<file path="src/rtl/i2f_pkg.sv">
// ----------------------------------------------------------------------------
// i2f_pkg
// Shared types and constants for the integer to single-precision converter.
// ----------------------------------------------------------------------------
package i2f_pkg;

  localparam int unsigned IntW  = 32;
  localparam int unsigned FracW = 23;
  localparam int unsigned ExpW  = 8;
  localparam int unsigned PosW  = 5;
  localparam logic [ExpW-1:0] ExpBias = 8'd127;

  typedef struct packed {
    logic            sign;
    logic            zero;
    logic [IntW-1:0] mag;
  } i2f_s1_t;

  typedef struct packed {
    logic            sign;
    logic            zero;
    logic [PosW-1:0] pos;
    logic [IntW-1:0] norm;
  } i2f_s2_t;

endpackage

</file>
<file path="src/rtl/i2f_lzc.sv">
// ----------------------------------------------------------------------------
// i2f_lzc
// Leading-one position of a 32-bit word, found in a two-level tree.
// ----------------------------------------------------------------------------
module i2f_lzc (
  input  logic [i2f_pkg::IntW-1:0] data_i,
  output logic [i2f_pkg::PosW-1:0] pos_o
);
  import i2f_pkg::*;

  logic [3:0] grp_nz;
  logic [2:0] grp_pos [4];
  logic [1:0] top;

  always_comb begin
    for (int g = 0; g < 4; g++) begin
      grp_nz[g]  = |data_i[g*8 +: 8];
      grp_pos[g] = 3'd0;
      for (int b = 0; b < 8; b++) begin
        if (data_i[g*8+b]) begin
          grp_pos[g] = 3'(b);
        end
      end
    end
    top = 2'd0;
    for (int g = 0; g < 4; g++) begin
      if (grp_nz[g]) begin
        top = 2'(g);
      end
    end
    pos_o = {top, grp_pos[top]};
  end

endmodule

</file>
<file path="src/rtl/int32_to_float32.sv">
// ----------------------------------------------------------------------------
// int32_to_float32
// Signed 32-bit integer to IEEE single conversion, round to nearest even.
// ----------------------------------------------------------------------------
// The input channel (in_valid_i, in_ready_o, int_value_i) takes one beat per
// clock cycle whilst in_ready_o is high. The output channel (out_valid_o,
// out_ready_i, float_bits_o) returns one beat for every input beat, in order.
// The work runs through four register stages: magnitude, leading-one search,
// normalising shift, and rounding with exponent assembly. Throughput is one
// beat per cycle whilst the receiver takes results.
// Each stage advances when it is empty or the stage after it advances, so a
// stall by the receiver holds every occupied stage and the empty ones still
// fill. Nothing is lost or repeated. Reset clears all valid bits; the block
// accepts input from the first cycle after reset.
// ----------------------------------------------------------------------------
module int32_to_float32 (
  input  logic        clk_i,
  input  logic        rst_ni,
  input  logic        in_valid_i,
  output logic        in_ready_o,
  input  logic [31:0] int_value_i,
  output logic        out_valid_o,
  input  logic        out_ready_i,
  output logic [31:0] float_bits_o
);
  import i2f_pkg::*;

  logic v1_q, v2_q, v3_q, v4_q;
  logic en1, en2, en3, en4;

  i2f_s1_t s1_q, s1_d;
  i2f_s2_t s2_q, s2_d, s3_q, s3_d;
  logic [31:0] res_q, res_d;
  logic [PosW-1:0] lz_pos;

  assign en4 = !v4_q || out_ready_i;
  assign en3 = !v3_q || en4;
  assign en2 = !v2_q || en3;
  assign en1 = !v1_q || en2;
  assign in_ready_o   = en1;
  assign out_valid_o  = v4_q;
  assign float_bits_o = res_q;

  always_comb begin
    s1_d.sign = int_value_i[31];
    s1_d.zero = (int_value_i == '0);
    s1_d.mag  = int_value_i[31] ? (32'd0 - int_value_i) : int_value_i;
  end

  i2f_lzc u_lzc (
    .data_i(s1_q.mag),
    .pos_o (lz_pos)
  );

  always_comb begin
    s2_d.sign = s1_q.sign;
    s2_d.zero = s1_q.zero;
    s2_d.pos  = lz_pos;
    s2_d.norm = s1_q.mag;
  end

  logic [PosW-1:0] sh;

  always_comb begin
    sh        = 5'd31 - s2_q.pos;
    s3_d      = s2_q;
    s3_d.norm = s2_q.norm << sh;
  end

  logic [23:0] sig;
  logic        grd, stk, rnd_up;
  logic [24:0] sig_r;
  logic [ExpW-1:0] expo;

  always_comb begin
    sig    = s3_q.norm[31:8];
    grd    = s3_q.norm[7];
    stk    = |s3_q.norm[6:0];
    rnd_up = grd && (stk || sig[0]);
    sig_r  = {1'b0, sig} + {24'd0, rnd_up};
    expo   = ExpBias + {3'd0, s3_q.pos} + {7'd0, sig_r[24]};
    if (s3_q.zero) begin
      res_d = '0;
    end else begin
      res_d = {s3_q.sign, expo, sig_r[24] ? 23'd0 : sig_r[22:0]};
    end
  end

  always_ff @(posedge clk_i or negedge rst_ni) begin
    if (!rst_ni) begin
      v1_q <= 1'b0;
      v2_q <= 1'b0;
      v3_q <= 1'b0;
      v4_q <= 1'b0;
    end else begin
      if (en1) v1_q <= in_valid_i;
      if (en2) v2_q <= v1_q;
      if (en3) v3_q <= v2_q;
      if (en4) v4_q <= v3_q;
    end
  end

  always_ff @(posedge clk_i) begin
    if (en1) s1_q  <= s1_d;
    if (en2) s2_q  <= s2_d;
    if (en3) s3_q  <= s3_d;
    if (en4) res_q <= res_d;
  end

endmodule
</file>
<file path="config.mk">
export PLATFORM = sky130hd
export DESIGN_NAME = int32_to_float32
export DESIGN_NICKNAME = d
export VERILOG_FILES = /design/src/rtl/i2f_pkg.sv /design/src/rtl/i2f_lzc.sv /design/src/rtl/int32_to_float32.sv
export SDC_FILE = /design/constraint.sdc
export NUM_CORES = 1
export LEC_CHECK = 0
export BUFFER_PORTS_ARGS = -buffer_cell sky130_fd_sc_hd__buf_2
export CAP_MARGIN = 20
export CORE_MARGIN = 4
export CORE_UTILIZATION = 40
export CTS_BUF_LIST = sky130_fd_sc_hd__clkbuf_16
export CTS_CLUSTER_DIAMETER = 150
export DETAILED_ROUTE_END_ITERATION = 6
export SYNTH_ARGS = -nofsm -noshare
export SYNTH_HDL_FRONTEND = slang
export SYNTH_SLANG_ARGS = --single-unit
</file>
<file path="constraint.sdc">
create_clock -name clk_i -period 2.8 [get_ports clk_i]
set_input_delay 0.56 -clock clk_i [delete_from_list [all_inputs] [get_ports clk_i]]
set_output_delay 0.56 -clock clk_i [all_outputs]
set_load 0.1 [all_outputs]
</file>
# Yosys cells after proc, flatten, opt, wreduce, memory -nomap -nowiden
# Cells that the tools add are included.
# totals
output_inout_bits	34
inputBits	36
regBits	148
wordCells	77
# op_classes
shift	1
n_mux	35
n_addsub	5
reduce_logical	16
bitwise_logic	1
order_cmp	1
# op_table
op	count
$mux W3	18
$logic_not A32 Y1	1
$shl A32 B5 Y32	1
$sub A1 B32 Y32 const A	1
$mux W31	1
$add A24 B1 Y25	1
$reduce_or A8 Y1	3
$mux W2	10
$add A7 B5 Y8 const A	1
$add A8 B1 Y8	1
$reduce_or A7 Y1	1
$bmux W3 S2	1
$logic_or A1 B1 Y1	5
$mux W1	5
$sub A5 B5 Y5 const A	1
$logic_not A1 Y1	4
$ge A3 B3 Y1 const B	1
$not A2 Y3	1
$reduce_or A2 Y1	1
$logic_and A1 B1 Y1	1

# Longest topological paths before layout
# Gate-level depths: netlist of run 1.
# logic_depth
ltp_word	10
mapped_depth	10
ltp_nobuf	10

# Hierarchy
# A second synthesis of run 1 with hierarchy kept.
# unflattened
hier_cells	611
area_unflattened_um2	7928.9
# modules_own_cells
module	n_inst	seq_area_each_um2	area_each_um2	cells_per_inst
int32_to_float32	1	4424.2	7577.3	555
i2f_lzc	1	0.0	351.6	56

# Worst setup path after synthesis of run 1
# No wires, ideal clock.
# synth_timing
path_kind	flip-flop to flip-flop
start	reg v4_q (netlist: out_valid_o)
end	reg s1_q[0] in the netlist's numbering (enable)
slack_ns	-1.307
setup_ns	1.008
period_less_slack_ns	4.107
arrival_ns	3.100
path_stages_with_launch	3
required_time_ns	1.792
n_path_buf	0
cell_sequence	dfrtp_1 nor2b_1 nand4_1
# synth_between
elab_chain_len	5
# synth_rtl
element	line_no	source
start, declared	int32_to_float32.sv:28	logic v1_q, v2_q, v3_q, v4_q;
start signal, assigned	int32_to_float32.sv:99	if (en4) v4_q <= v3_q;
$logic_not A1 Y1	int32_to_float32.sv:36	assign en4 = !v4_q || out_ready_i;
$logic_or A1 B1 Y1	int32_to_float32.sv:36	
$logic_or A1 B1 Y1	int32_to_float32.sv:37	assign en3 = !v3_q || en4;
$logic_or A1 B1 Y1	int32_to_float32.sv:38	assign en2 = !v2_q || en3;
$logic_or A1 B1 Y1	int32_to_float32.sv:39	assign en1 = !v1_q || en2;
net in_ready_o	int32_to_float32.sv:20	output logic in_ready_o,
end signal, assigned	int32_to_float32.sv:104	if (en1) s1_q <= s1_d;
end, declared	int32_to_float32.sv:31	i2f_s1_t s1_q, s1_d;
# The timed path passes the listed nets, and every way through them passes these cells.
# A chain may end at the register's enable or synchronous reset.

# Worst setup path in the final report of run 1
# layout_timing
start	reg s3_q[8] in the netlist's numbering
end	reg res_q[27] (netlist: float_bits_o[27]), data pin
# layout_between
elab_chain_len	4
# layout_rtl
element	line_no	source
start, declared	int32_to_float32.sv:32	i2f_s2_t s2_q, s2_d, s3_q, s3_d;
start signal, assigned	int32_to_float32.sv:106	if (en3) s3_q <= s3_d;
$logic_or A1 B1 Y1	int32_to_float32.sv:79	rnd_up = grd && (stk || sig[0]);
$logic_and A1 B1 Y1	int32_to_float32.sv:79	
$add A24 B1 Y25 *	int32_to_float32.sv:80	sig_r = {1'b0, sig} + {24'd0, rnd_up};
$add A8 B1 Y8 *	int32_to_float32.sv:81	expo = ExpBias + {3'd0, s3_q.pos} + {7'd0, sig_r[24]};
end signal, assigned	int32_to_float32.sv:107	if (en4) res_q <= res_d;
end, declared	int32_to_float32.sv:33	logic [31:0] res_q, res_d;
# Mark *: on every way between the ends. The rest lies on a longest branch, timed or not.

==> impl_results.md, run 1 <==
* Ys async rst share at 0.0270
* Mean Syn Cell Area at 12.1 sq um
* Die width at 146 um
* R2R depth at 10
* Vias/cell at 5.32
* Share of cells above drive strength 1 at 0.212
* Status: finished, final reports clean
* Max Fclk at 0.386 GHz
* H-tree depth at 4
* Max_cap viols at 0
* Worst clock skew at 0.00784 ns
* Post-Place Cell Area at 0.00830 sq mm
* Worst Path Buf+Inv at 0
* Xor/xnor share of the synthesized area at 0.0599
* Num CTS Buffers at 17
* Post-synth EDFFs at 144
* Final total power at 7780 uW
* Synth warn at 0
* Detailed Routing Iterations Pass 1 at 5
* Post-synthesis adder-cell area fraction at 0.00823
* Post-Syn Instances at 630
* Max FO, Critical Path at 5
* Hold EP: v1_q$_DFFE_PN0P_
* Full die area at 0.0213 sq mm
* Hold Path Class: input port to flip-flop
* Sw Pwr at 2740 uW
* Setup repair after global routing missed its margin: no
* First-pass GRT wire length at 25000 um
* Ranking of synthesized cells by area: edfxtp_1 (57%), mux2i_1 (4.5%), xnor2_1 (3.8%)
* DRC at 0
* Switching share of power at 0.353
* Worst path required time at 2.95 ns
* Ant. Diodes at 0
* Placer Congestion at 0.926
* Seq/Total Area, Yosys at 0.582
* Synth Area in Simple Gates at 0.139
* FF-to-FF setup slack at 0.21 ns
* I/O pins at 70
* Crit. End Element: flip-flop
* Die Ht at 146 um
* Skew-Pair Late Insertion Delay at 0.41 ns
* Fin Setup TNS at 0 ns
* Root cell of the clock tree: clkbuf_16
* Max-slew headroom at the worst pin at 0.599
* Main combinational cell family by area after synthesis: simple AND/OR/NAND/NOR gates
* Fin. Hold Viols at 0
* Final worst path period need at 2.59 ns
* Fin Hold WS at 0.345 ns
* PD cells at 878 mW/mm^2
* Routed Antenna Nets at 0
* Flop pwr share at 0.426
* Yosys top cell by area: edfxtp_1
* Routed Wire Length at 15000 um
* Placement Rows at 50
* Post-route cell area at 0.00886 sq mm
* Worst EP arrival at 2.74 ns
* CTS tree: done
* CTS Buffer Depth at 2
* Vias at 5106
* Setup bufs post-CTS at 0
* Pins Over Slew Limit at 0
* Seq cells post-synth at 148
* Setup ws final at 0.209 ns
* CTS Sinks at 148
* IO buf count at 69
* Peak supply drop at 398 uV
* Final clock period utilization by the worst path at 0.925
* Static Leak at 0.00328 uW
* Nets at 754
* Vias in the first global route at 5019
* Area of the mapped netlist at 0.00761 sq mm
* Family with the most delay on the worst path: simple AND/OR/NAND/NOR gates
* Yosys top cell area share at 0.569
* DP HPWL at 11700 um
* Area Growth Syn to Fin at 16.5%
* Initial Utilization at 0.407
* Post-synth cell types at 62
* Core area at 0.0187 sq mm
* Comb power frac at 0.306
* Clk pwr share at 0.268
* Mux cell area share after synthesis at 0.0818
* Syn_nets at 671
* P_int at 5040 uW
* Wire length per cell at 15.6 um
* Slew @ Worst Pin at 0.595 ns
* Place WS at 0.132 ns
* Clk slew on worst S/H paths at 0.06 ns
* Initial drt markers at 245
* FF-to-FF End: float_bits_o[27]$_SDFFCE_PP0P_
* Worst Min Path Start: in_valid_i
* Hold path cells at 2
* GRT Resource Usage Total at 0.144
* Gr ovfl total at 0
* Setup violators final at 0
* Crit Path Category: flip-flop to flip-flop
* Crit-path cells: and2_1, ha_1, and3_2, nand4_1, or2_2, ha_1, ha_1, nand2_1, xor2_1, nor2_1
* Largest net degree at the start of global routing at 41
* Synth Area in Compound Gates at 0.106
* Reg-to-Reg Start: s3_q[8]$_SDFFCE_PN0P_
* Cell mode on critical path: ha_1
* Initial antenna violation count at 0
* Slowest-stage cell, CP: edfxtp_1
* CP peak stage delay at 0.36 ns
* CP startpoint kind: flip-flop
* Top_reg_cell synth: edfxtp_1
routing by layer:
metal,GRT usage,wire [um],vias to the layer above
met4,0.0636,405,0
li1,-,-,2573
met2,0.242,7270,138
met3,0.0327,657,27
met1,0.179,6620,2368
met5,0,0,-
cell usage after synthesis, drive strengths merged, types with 13 or more instances:
cell type and instances:
o31ai 15, mux2 15, xor2 19, nor2 69, xnor2 33, mux2i 34
edfxtp 144, nand3 16, o21ai 24, nor3 13, a21oi 18, nand2 40
inv 18, clkbuf 15
cells by family (layout without fill, tap and decap cells):
family	Yosys count	count (layout)
AND/OR/NAND/NOR	211	211
XOR/XNOR	52	52
flip-flops	148	148
buffers and inverters	43	139
AO/OA/AOI/OAI	117	117
multiplexers	54	54
adder cells (fa/ha/maj)	5	5
cell usage in the layout (no fill, tap or decap), types with 4 or more instances in the layout:
| cell | Yosys | final |
|---|---|---|
| xnor2_1 | 33 | 33 |
| inv_1 | 17 | 20 |
| o22ai_1 | 11 | 11 |
| clkinvlp_4 | 0 | 4 |
| nor3_1 | 13 | 13 |
| or2_2 | 6 | 6 |
| nand2_1 | 40 | 40 |
| nand3_1 | 16 | 16 |
| nand4_1 | 6 | 6 |
| edfxtp_1 | 144 | 144 |
| nand2b_1 | 8 | 8 |
| or3_1 | 10 | 10 |
| a22oi_1 | 9 | 9 |
| xor2_1 | 19 | 19 |
| and2_1 | 4 | 4 |
| and3_1 | 9 | 8 |
| buf_2 | 5 | 69 |
| nor2_1 | 69 | 69 |
| buf_4 | 1 | 16 |
| mux2_2 | 15 | 15 |
| or4_4 | 4 | 4 |
| nor2b_1 | 7 | 6 |
| clkbuf_16 | 0 | 17 |
| clkinv_1 | 2 | 5 |
| nor4_1 | 8 | 8 |
| ha_1 | 5 | 5 |
| and4_1 | 4 | 4 |
| mux4_2 | 5 | 5 |
| o21ai_0 | 23 | 23 |
| a211oi_1 | 8 | 8 |
| a21oi_1 | 17 | 17 |
| mux2i_1 | 34 | 34 |
| o31ai_1 | 15 | 15 |
stage by stage:
| step | cells | util |
|---|---|---|
| finish | 960 | 0.474 |
| floorplan | 630 | - |
| global placement | 927 | 0.444 |
| CTS | 960 | 0.474 |
| detailed placement | 927 | 0.444 |
| global route | 960 | 0.474 |
registers in the layout, summed over array words and instances, names as in the netlist:
name          flops
s3_q             38
v1_q              1
float_bits_o     32
out_valid_o       1
s1_q             34
s2_q             39
v3_q              1
v2_q              1
grd               1
what timing repair did:
item,in CTS,in global routing
resized for setup,0,1
endpoints found under the hold margin,4,0
endpoints found under the setup margin,0,1
hold buffers,1,0
worst max path at each step:
stage / depth (start not counted) / start / end / slack [ns]
6_report: 10 / s3_q[8]$_SDFFCE_PN0P_ / float_bits_o[27]$_SDFFCE_PP0P_ / 0.21
5_1_grt: 10 / s3_q[8]$_SDFFCE_PN0P_ / float_bits_o[27]$_SDFFCE_PP0P_ / 0.02
4_1_cts: 10 / s3_q[8]$_SDFFCE_PN0P_ / float_bits_o[27]$_SDFFCE_PP0P_ / 0.13
3_5_place_dp: 10 / s3_q[8]$_SDFFCE_PN0P_ / float_bits_o[27]$_SDFFCE_PP0P_ / 0.13
3_3_place_gp: 10 / s3_q[8]$_SDFFCE_PN0P_ / float_bits_o[27]$_SDFFCE_PP0P_ / 0.26
2_1_floorplan: 2 / out_valid_o$_DFFE_PN0P_ / s1_q[0]$_DFFE_PP_ / -0.86
power groups by stage:
| stage | Combinational (uW) | Clock [uW] | Sequential [uW] |
|---|---|---|---|
| after floorplan | 1130 | 0 | 4070 |
| after global placement | 2360 | 0 | 3340 |
| after detailed placement | 2380 | 0 | 3360 |
| after CTS | 2390 | 2140 | 3320 |
| after global routing | 2560 | 2250 | 3370 |
| final | 2380 | 2080 | 3310 |
worst register-to-register path, cell delays in order, from the launching register on:
cell      delay, ns
edfxtp_1       0.36
and2_1         0.19
ha_1           0.26
and3_2         0.27
nand4_1        0.17
or2_2          0.35
ha_1           0.19
ha_1           0.22
nand2_1        0.10
xor2_1         0.16
nor2_1         0.06
final cells by class:
class	count	area [sq um]
clock inverters	15	128
well taps	234	293
inverters	20	75.1
fillers	1730	9840
clock buffers	17	425
repair buffers	87	495
flip-flops and latches	148	4430
multi-input cells	439	3020
(Power assumes the default switching activity.)
==> run 2, diff against run 1 <==
SYNTH_HIERARCHICAL = 1   (was not set)
==> run 2 against run 1 <==
Area after synthesis increased by 4.2%. Cell count grew 0.21%. Largest power group unchanged. First-iteration DRC count rose by 1.2%. Total power is 5.7% higher. Synthesized cell count fell by 3.0%. Count of clock-buffer cells in the layout did not move. Fmax rose by 7.6%. Setup slack improved by 0.18 ns. Sequential share of layout area is 2.0 points lower. Critical path depth is 1 lower.
==> impl_results.md, run 2 <==
* Root cell of the clock tree: clkbuf_16
* Final total power at 8220 uW (+5.7%)
* Setup ws final at 0.392 ns (+0.183 ns)
* Yosys top cell area share at 0.545 (-0.0231)
* Final clock period utilization by the worst path at 0.860 (-0.0655)
* Static Leak at 0.00329 uW (about the same)
* Ys async rst share at 0.0270 (unchanged)
* Nets at 724 (-4.0%)
* Ant. Diodes at 0 (unchanged)
* Area Growth Syn to Fin at 16.6% (about the same)
* Worst clock skew at 0.00882 ns (+0.000988 ns)
* Yosys top cell by area: edfxtp_1
* Top post-synthesis cells by count: edfxtp_1 (144), nor2_1 (52), xnor2_1 (40), nand2_1 (35), mux4_2 (30)
* Fin Hold WS at 0.333 ns (-0.0128 ns)
* Full die area at 0.0221 sq mm (+4.0%)
* Crit Path Category: flip-flop to flip-flop
* CP peak stage delay at 0.47 ns (+0.11 ns)
* Top-count cell post-synth: edfxtp_1
* Worst EP arrival at 2.57 ns (-0.17 ns)
* Seq/Total Area, Yosys at 0.558 (-0.0237)
* Detailed Routing Iterations Pass 1 at 6 (+1)
* Post-synth cell types at 66 (+6.5%)
* Gr ovfl total at 0 (unchanged)
* Die width at 149 um (+2.0%)
* Clk slew on worst S/H paths at 0.06 ns (about the same)
* Max-slew headroom at the worst pin at 0.383 (-0.216)
* Worst path required time at 2.96 ns (about the same)
* Placement Rows at 51 (+2.0%)
* Initial antenna violation count at 0 (unchanged)
* Synth warn at 6 (+6)
* GRT Resource Usage Total at 0.145 (+0.000748)
* Core area at 0.0195 sq mm (+4.0%)
* CTS Sinks at 148 (unchanged)
* Routed Antenna Nets at 0 (unchanged)
* CTS Buffer Depth at 2 (unchanged)
* Status: finished, final reports clean
* Setup repair after global routing missed its margin: no
* Share of cells above drive strength 1 at 0.242 (+0.0303)
* Largest net degree at the start of global routing at 41 (unchanged)
* Vias/cell at 5.36 (+0.75%)
* Post-synth EDFFs at 144 (unchanged)
* Fillers at 1777 (+2.7%)
* Seq cells post-synth at 148 (unchanged)
* CTS tree: done
* Initial drt markers at 248 (+1.2%)
* Syn_nets at 651 (-3.0%)
* Peak supply drop at 369 uV (-7.2%)
* Area of the mapped netlist at 0.00793 sq mm (+4.2%)
* PD cells at 889 mW/mm^2 (+1.3%)
* First-pass GRT wire length at 25300 um (+1.4%)
* Vias in the first global route at 4879 (-2.8%)
* Wire length per cell at 16.3 um (+4.5%)
* I/O pins at 70 (unchanged)
* Mean Syn Cell Area at 13.0 sq um (+7.5%)
* Hold Path Class: input port to flip-flop
* Initial Utilization at 0.407 (+0.000771)
* H-tree depth at 4 (unchanged)
* Max Fclk at 0.415 GHz (+7.6%)
* Ranking of synthesized cells by area: edfxtp_1 (55%), mux4_2 (8.5%), xnor2_1 (4.4%)
* IO buf count at 69 (unchanged)
* DP HPWL at 12200 um (+4.1%)
* Place WS at 0.121 ns (-0.0114 ns)
* Vias at 5155 (+0.96%)
* Most flops, register: s2_q
* Fin. Hold Viols at 0 (unchanged)
* Max FO, Critical Path at 7 (+2)
* Setup violators final at 0 (unchanged)
* Top_reg_cell synth: edfxtp_1
* Post-Syn Instances at 611 (-3.0%)
* Num CTS Buffers at 17 (unchanged)
* Max FFs per register at 39 (unchanged)
* Largest regs: s2_q: 39 flops, s3_q: 38 flops, s1_q: 34 flops
* Slew @ Worst Pin at 0.924 ns (+0.329 ns)
* Commonest cells after routing, fill and taps aside: edfxtp_1 (144), buf_2 (69), nor2_1 (52), xnor2_1 (40), nand2_1 (35)
* Skew-Pair Late Insertion Delay at 0.42 ns (about the same)
* CP startpoint kind: flip-flop
* Pins Over Slew Limit at 0 (unchanged)
* Placer Congestion at 0.886 (-4.3%)
* Slowest-stage cell, CP: or3_1
* Max_cap viols at 0 (unchanged)
* Post-CTS resize count at 0 (unchanged)
* Commonest non-fill, non-tap cell in the layout: edfxtp_1
* Crit-path cells: nand3_1, or3_1, nor2_1, nand4_1, ha_1, ha_1, nand2_1, xor2_1, nor2_1
* Final worst path period need at 2.41 ns (-0.183 ns)
* Die Ht at 149 um (+2.0%)
* Routed Wire Length at 15700 um (+4.8%)
* Crit. End Element: flip-flop
* DRC at 0 (unchanged)
-- run 2: cell types whose count changed after synthesis, moves of 5 or more --
cell	previous run	this run
and3_1	9	3
mux2_2	15	7
mux2i_1	34	16
mux4_2	5	30
nand2_1	40	35
nor2_1	69	52
nor3_1	13	8
o22ai_1	11	1
o41ai_1	2	8
xnor2_1	33	40
xor2_1	19	4
-- run 2: worst paths after layout --
kind | end | depth (start not counted) | slack (ns) | from
worst max-delay path | float_bits_o[27]$_SDFFCE_PP0P_ | 9 | 0.39 | s3_q[23]$_DFFE_PP_
worst min-delay path | v1_q$_DFFE_PN0P_ | 2 | 0.33 | in_valid_i
min in group asynchronous | out_valid_o$_DFFE_PN0P_ | 2 | 0.47 | rst_ni
max in group asynchronous | out_valid_o$_DFFE_PN0P_ | 2 | 2.20 | rst_ni
worst max register to register | float_bits_o[27]$_SDFFCE_PP0P_ | 9 | 0.39 | s3_q[23]$_DFFE_PP_
worst min register to register | s3_q[37]$_DFFE_PP_ | 0 | 0.42 | s2_q[37]$_DFFE_PP_
-- run 2: what timing repair did --
action	CTS	global route
setup buffers	0	0
endpoints found under the hold margin	4	0
endpoints found under the setup margin	0	0
hold buffers	1	0
-- run 2: cell type report --
type | instances | area [sq um] | area share
clock buffers | 17 | 425 | 0.0460
clock inverters | 15 | 196 | 0.0213
flip-flops and latches | 148 | 4430 | 0.479
inverters | 21 | 78.8 | 0.00853
multi-input cells | 412 | 3300 | 0.357
well taps | 265 | 332 | 0.0359
repair buffers | 84 | 485 | 0.0525
-- run 2: kinds of logic (layout without fill, tap and decap cells) --
kind of cell	Yosys count	count (layout)	share of synthesized area
mux	53	53	0.115
fa+ha+maj	4	4	0.00631
flops	148	148	0.558
compound gates	112	112	0.107
xor+xnor	44	44	0.0486
buf+inv	51	137	0.0278
simple gates	199	199	0.137
-- run 2: worst max-delay path, delay by kind of cell, from the launching register on --
| family | cells | cell delay, ns |
|---|---|---|
| XOR/XNOR | 1 | 0.14 |
| AND/OR/NAND/NOR | 6 | 1.12 |
| adder cells (fa/ha/maj) | 2 | 0.46 |
| flip-flops | 1 | 0.41 |
-- run 2: power by group --
group	leakage, uW	total [uW]	internal, uW	switching (uW)
combinational	0.00148	2460	819	1650
sequential	0.00151	3390	3040	344
clock	0.000303	2370	1550	814
-- run 2: layer usage --
layer  GRT usage  vias to the layer above  part of all wire
met5           0                        -                 0
li1            -                     2549                 -
met2       0.252                      131              0.50
met1       0.175                     2454              0.43
met3      0.0337                       21             0.048
met4      0.0572                        0             0.025
-- run 2: stage by stage --
step,setup TNS [ns],cell area (sq um),cells,util
floorplan,-30.32,7940,611,-
global placement,0,8610,929,0.442
detailed placement,0,8610,929,0.442
CTS,0,9240,962,0.475
global route,0,9240,962,0.475
finish,0,9240,962,0.475
==> run 3, diff against run 2 <==
CELL_PAD_IN_SITES_DETAIL_PLACEMENT = 1   (was not set)
CELL_PAD_IN_SITES_GLOBAL_PLACEMENT = 1   (was not set)
CORE_ASPECT_RATIO = 1.25   (was not set)
CORE_UTILIZATION = 49   (was 40)
PLACE_DENSITY_LB_ADDON = 0.1   (was not set)
==> run 3 against run 2 <==
Cell count fell by 5.3%. Fmax shrank 2.9%. Die area shrank 17%. Sequential power hardly changed. Non-clock buffer count is 2 higher. Flip-flop and latch count unchanged. Cell area down 1.1%. Largest cell class unchanged. Clock skew is 0.0022 ns higher. Sequential share of layout area grew 0.54 points. Global-route usage rose by 5.4 points. Critical path depth decreased by 2. Core utilization is 10 points higher.
==> impl_results.md, run 3 (synthesis gave the netlist of run 2 again) <==
* I/O pins at 70 (unchanged)
* Max-slew headroom at the worst pin at 0.550 (+0.167)
* Initial drt markers at 239 (-3.6%)
* Vias/cell at 5.70 (+6.4%)
* FF-to-FF End: float_bits_o[6]$_SDFFCE_PP0P_
* CTS Sinks at 148 (unchanged)
* Gr ovfl total at 0 (unchanged)
* Setup repair after global routing missed its margin: no
* Commonest non-fill, non-tap cell in the layout: edfxtp_1
* Routed Antenna Nets at 0 (unchanged)
* Post-layout util at 0.580 (+0.105)
* Switching share of power at 0.352 (+0.0105)
* Setup bufs post-CTS at 0 (unchanged)
* DP HPWL at 13400 um (+9.9%)
* Vias at 5196 (+0.80%)
* Most flops, register: s2_q
* Crit-path cells: and2_1, ha_1, nand4_1, or4_1, o31ai_4, buf_4, nor2_1
* H-tree depth at 4 (unchanged)
* Ant. Diodes at 0 (unchanged)
* Routed Wire Length at 17100 um (+8.9%)
* Max Fclk at 0.403 GHz (-2.9%)
* Initial Utilization at 0.503 (+0.0957)
* Comb power frac at 0.310 (+0.010)
* Hold EP: v1_q$_DFFE_PN0P_
* Placement Rows at 51 (unchanged)
* Commonest cells after routing, fill and taps aside: edfxtp_1 (144), buf_2 (69), nor2_1 (52), xnor2_1 (40), nand2_1 (35)
* Wire length per cell at 18.7 um (+15%)
* Status: finished, final reports clean
* Initial antenna violation count at 0 (unchanged)
* Vias in the first global route at 5602 (+15%)
* Crit Path Category: flip-flop to flip-flop
* First-pass GRT wire length at 28200 um (+12%)
* Slowest-stage cell, CP: or4_1
* Max_cap viols at 0 (unchanged)
* Nets at 726 (+0.28%)
* Peak supply drop at 363 uV (-1.8%)
* Final worst path period need at 2.48 ns (+0.0725 ns)
* Placer Congestion at 0.927 (+4.5%)
* Clk slew on worst S/H paths at 0.06 ns (about the same)
* Fin. Hold Viols at 0 (unchanged)
* Slew @ Worst Pin at 0.675 ns (-0.249 ns)
* Crit. End Element: flip-flop
* Static Leak at 0.00328 uW (-0.13%)
* Final clock period utilization by the worst path at 0.886 (+0.0259)
* Largest regs: s2_q: 39 flops, s3_q: 38 flops, s1_q: 34 flops
* GRT Resource Usage Total at 0.199 (+0.0541)
* FF-to-FF setup slack at 0.32 ns (-0.07 ns)
* Core area at 0.0158 sq mm (-19%)
* Worst EP arrival at 2.64 ns (+0.07 ns)
* DRC at 0 (unchanged)
* Full die area at 0.0183 sq mm (-17%)
* Worst path required time at 2.96 ns (about the same)
* CP peak stage delay at 0.63 ns (+0.16 ns)
* Pins Over Slew Limit at 0 (unchanged)
* Root cell of the clock tree: clkbuf_16
* Fin cells at 911 (-5.3%)
* Fillers at 1623 (-8.7%)
* Fin Setup TNS at 0 ns (unchanged)
* Die Ht at 150 um (+0.96%)
* Largest net degree at the start of global routing at 41 (unchanged)
* Share of cells above drive strength 1 at 0.245 (+0.00217)
* Post-CTS resize count at 0 (unchanged)
* Placed insts at 878 (-5.5%)
* Num CTS Buffers at 17 (unchanged)
* IO buf count at 69 (unchanged)
* Sw Pwr at 2840 uW (+1.4%)
* Max FFs per register at 39 (unchanged)
* P_int at 5240 uW (-3.2%)
* PD cells at 885 mW/mm^2 (-0.52%)
* CTS Buffer Depth at 2 (unchanged)
* R2R depth at 7 (-2)
* Die width at 122 um (-18%)
* Area Growth Syn to Fin at 15.3%
* Clk pwr share at 0.270 (-0.018)
* Hold Path Class: input port to flip-flop
* Worst Min Path Start: in_valid_i
* Worst clock skew at 0.0110 ns (+0.00216 ns)
* Hold path cells at 2 (unchanged)
* Skew-Pair Late Insertion Delay at 0.41 ns (about the same)
* Detailed Routing Iterations Pass 1 at 5 (-1)
* Max FO, Critical Path at 19 (+12)
* CTS tree: done
* Flop pwr share at 0.420 (+0.008)
* CP startpoint kind: flip-flop
* Reg-to-Reg Start: s3_q[8]$_SDFFCE_PN0P_
* Setup violators final at 0 (unchanged)
run 3: cell types whose count changed in the layout (fill, tap and decap cells not counted):
cell        change
clkinvlp_4      -1
inv_1           +1
clkinv_1        -2
clkinv_4        +1
clkinv_2        +3
buf_4           +2
nand3_2         -1
nand3_1         +1
bufinv_16       -2
run 3: final cells by class:
class                           count  area [sq um]  share of cell area
Sequential cell                   148          4430               0.485
Clock inverter                     15           149              0.0163
Clock buffer                       17           425              0.0465
Multi-Input combinational cell    412          3290               0.360
Inverter                           21          78.8             0.00863
Tap cell                          212           265              0.0290
Timing Repair Buffer               86           500              0.0548
run 3: metrics by stage:
step | total power [uW] | setup WS [ns] | instance area (sq um) | hold slack [ns]
floorplan | 5320 | -0.865 | 7940 | 0.264
global placement | 5870 | 0.195 | 8550 | 0.365
detailed placement | 5950 | 0.0731 | 8550 | 0.371
CTS | 8160 | 0.259 | 9140 | 0.324
global route | 8480 | 0.171 | 9140 | 0.337
finish | 8090 | 0.320 | 9140 | 0.339
run 3: power groups by stage:
| stage | clock [uW] | sequential, uW | combinational (uW) |
|---|---|---|---|
| final | 2190 | 3400 | 2500 |
| after global routing | 2350 | 3470 | 2670 |
| after CTS | 2230 | 3400 | 2520 |
| after detailed placement | 0 | 3440 | 2510 |
| after global placement | 0 | 3410 | 2470 |
| after floorplan | 0 | 4110 | 1210 |
run 3: worst max-delay path, delay by kind of cell (launching register included):
| kind | cells | cell delay, ns |
|---|---|---|
| flops | 1 | 0.40 |
| compound gates | 1 | 0.25 |
| fa+ha+maj | 1 | 0.28 |
| buf+inv | 1 | 0.26 |
| simple gates | 4 | 1.03 |
run 3: layer usage:
metal,GRT usage,routed length (um)
met1,0.213,6620
met4,0.0723,348
met3,0.0372,409
met2,0.385,9690
met5,0,0
run 3: what timing repair did:
| item | CTS | global route |
|---|---|---|
| hold endpoints to repair | 4 | 0 |
| hold buffers | 1 | 0 |
| setup endpoints to repair | 0 | 0 |
run 3: how the worst max path moves through the flow:
stage	from	endpoint	slack (ns)	depth (start not counted)
2_1_floorplan	out_valid_o$_DFFE_PN0P_	s1_q[0]$_DFFE_PP_	-0.86	2
3_3_place_gp	int_value_i[0]	s1_q[28]$_DFFE_PP_	0.19	7
3_5_place_dp	int_value_i[1]	s1_q[28]$_DFFE_PP_	0.07	7
4_1_cts	s3_q[24]$_DFFE_PP_	float_bits_o[27]$_SDFFCE_PP0P_	0.26	9
5_1_grt	s3_q[8]$_SDFFCE_PN0P_	float_bits_o[6]$_SDFFCE_PP0P_	0.17	7
6_report	s3_q[8]$_SDFFCE_PN0P_	float_bits_o[6]$_SDFFCE_PP0P_	0.32	7
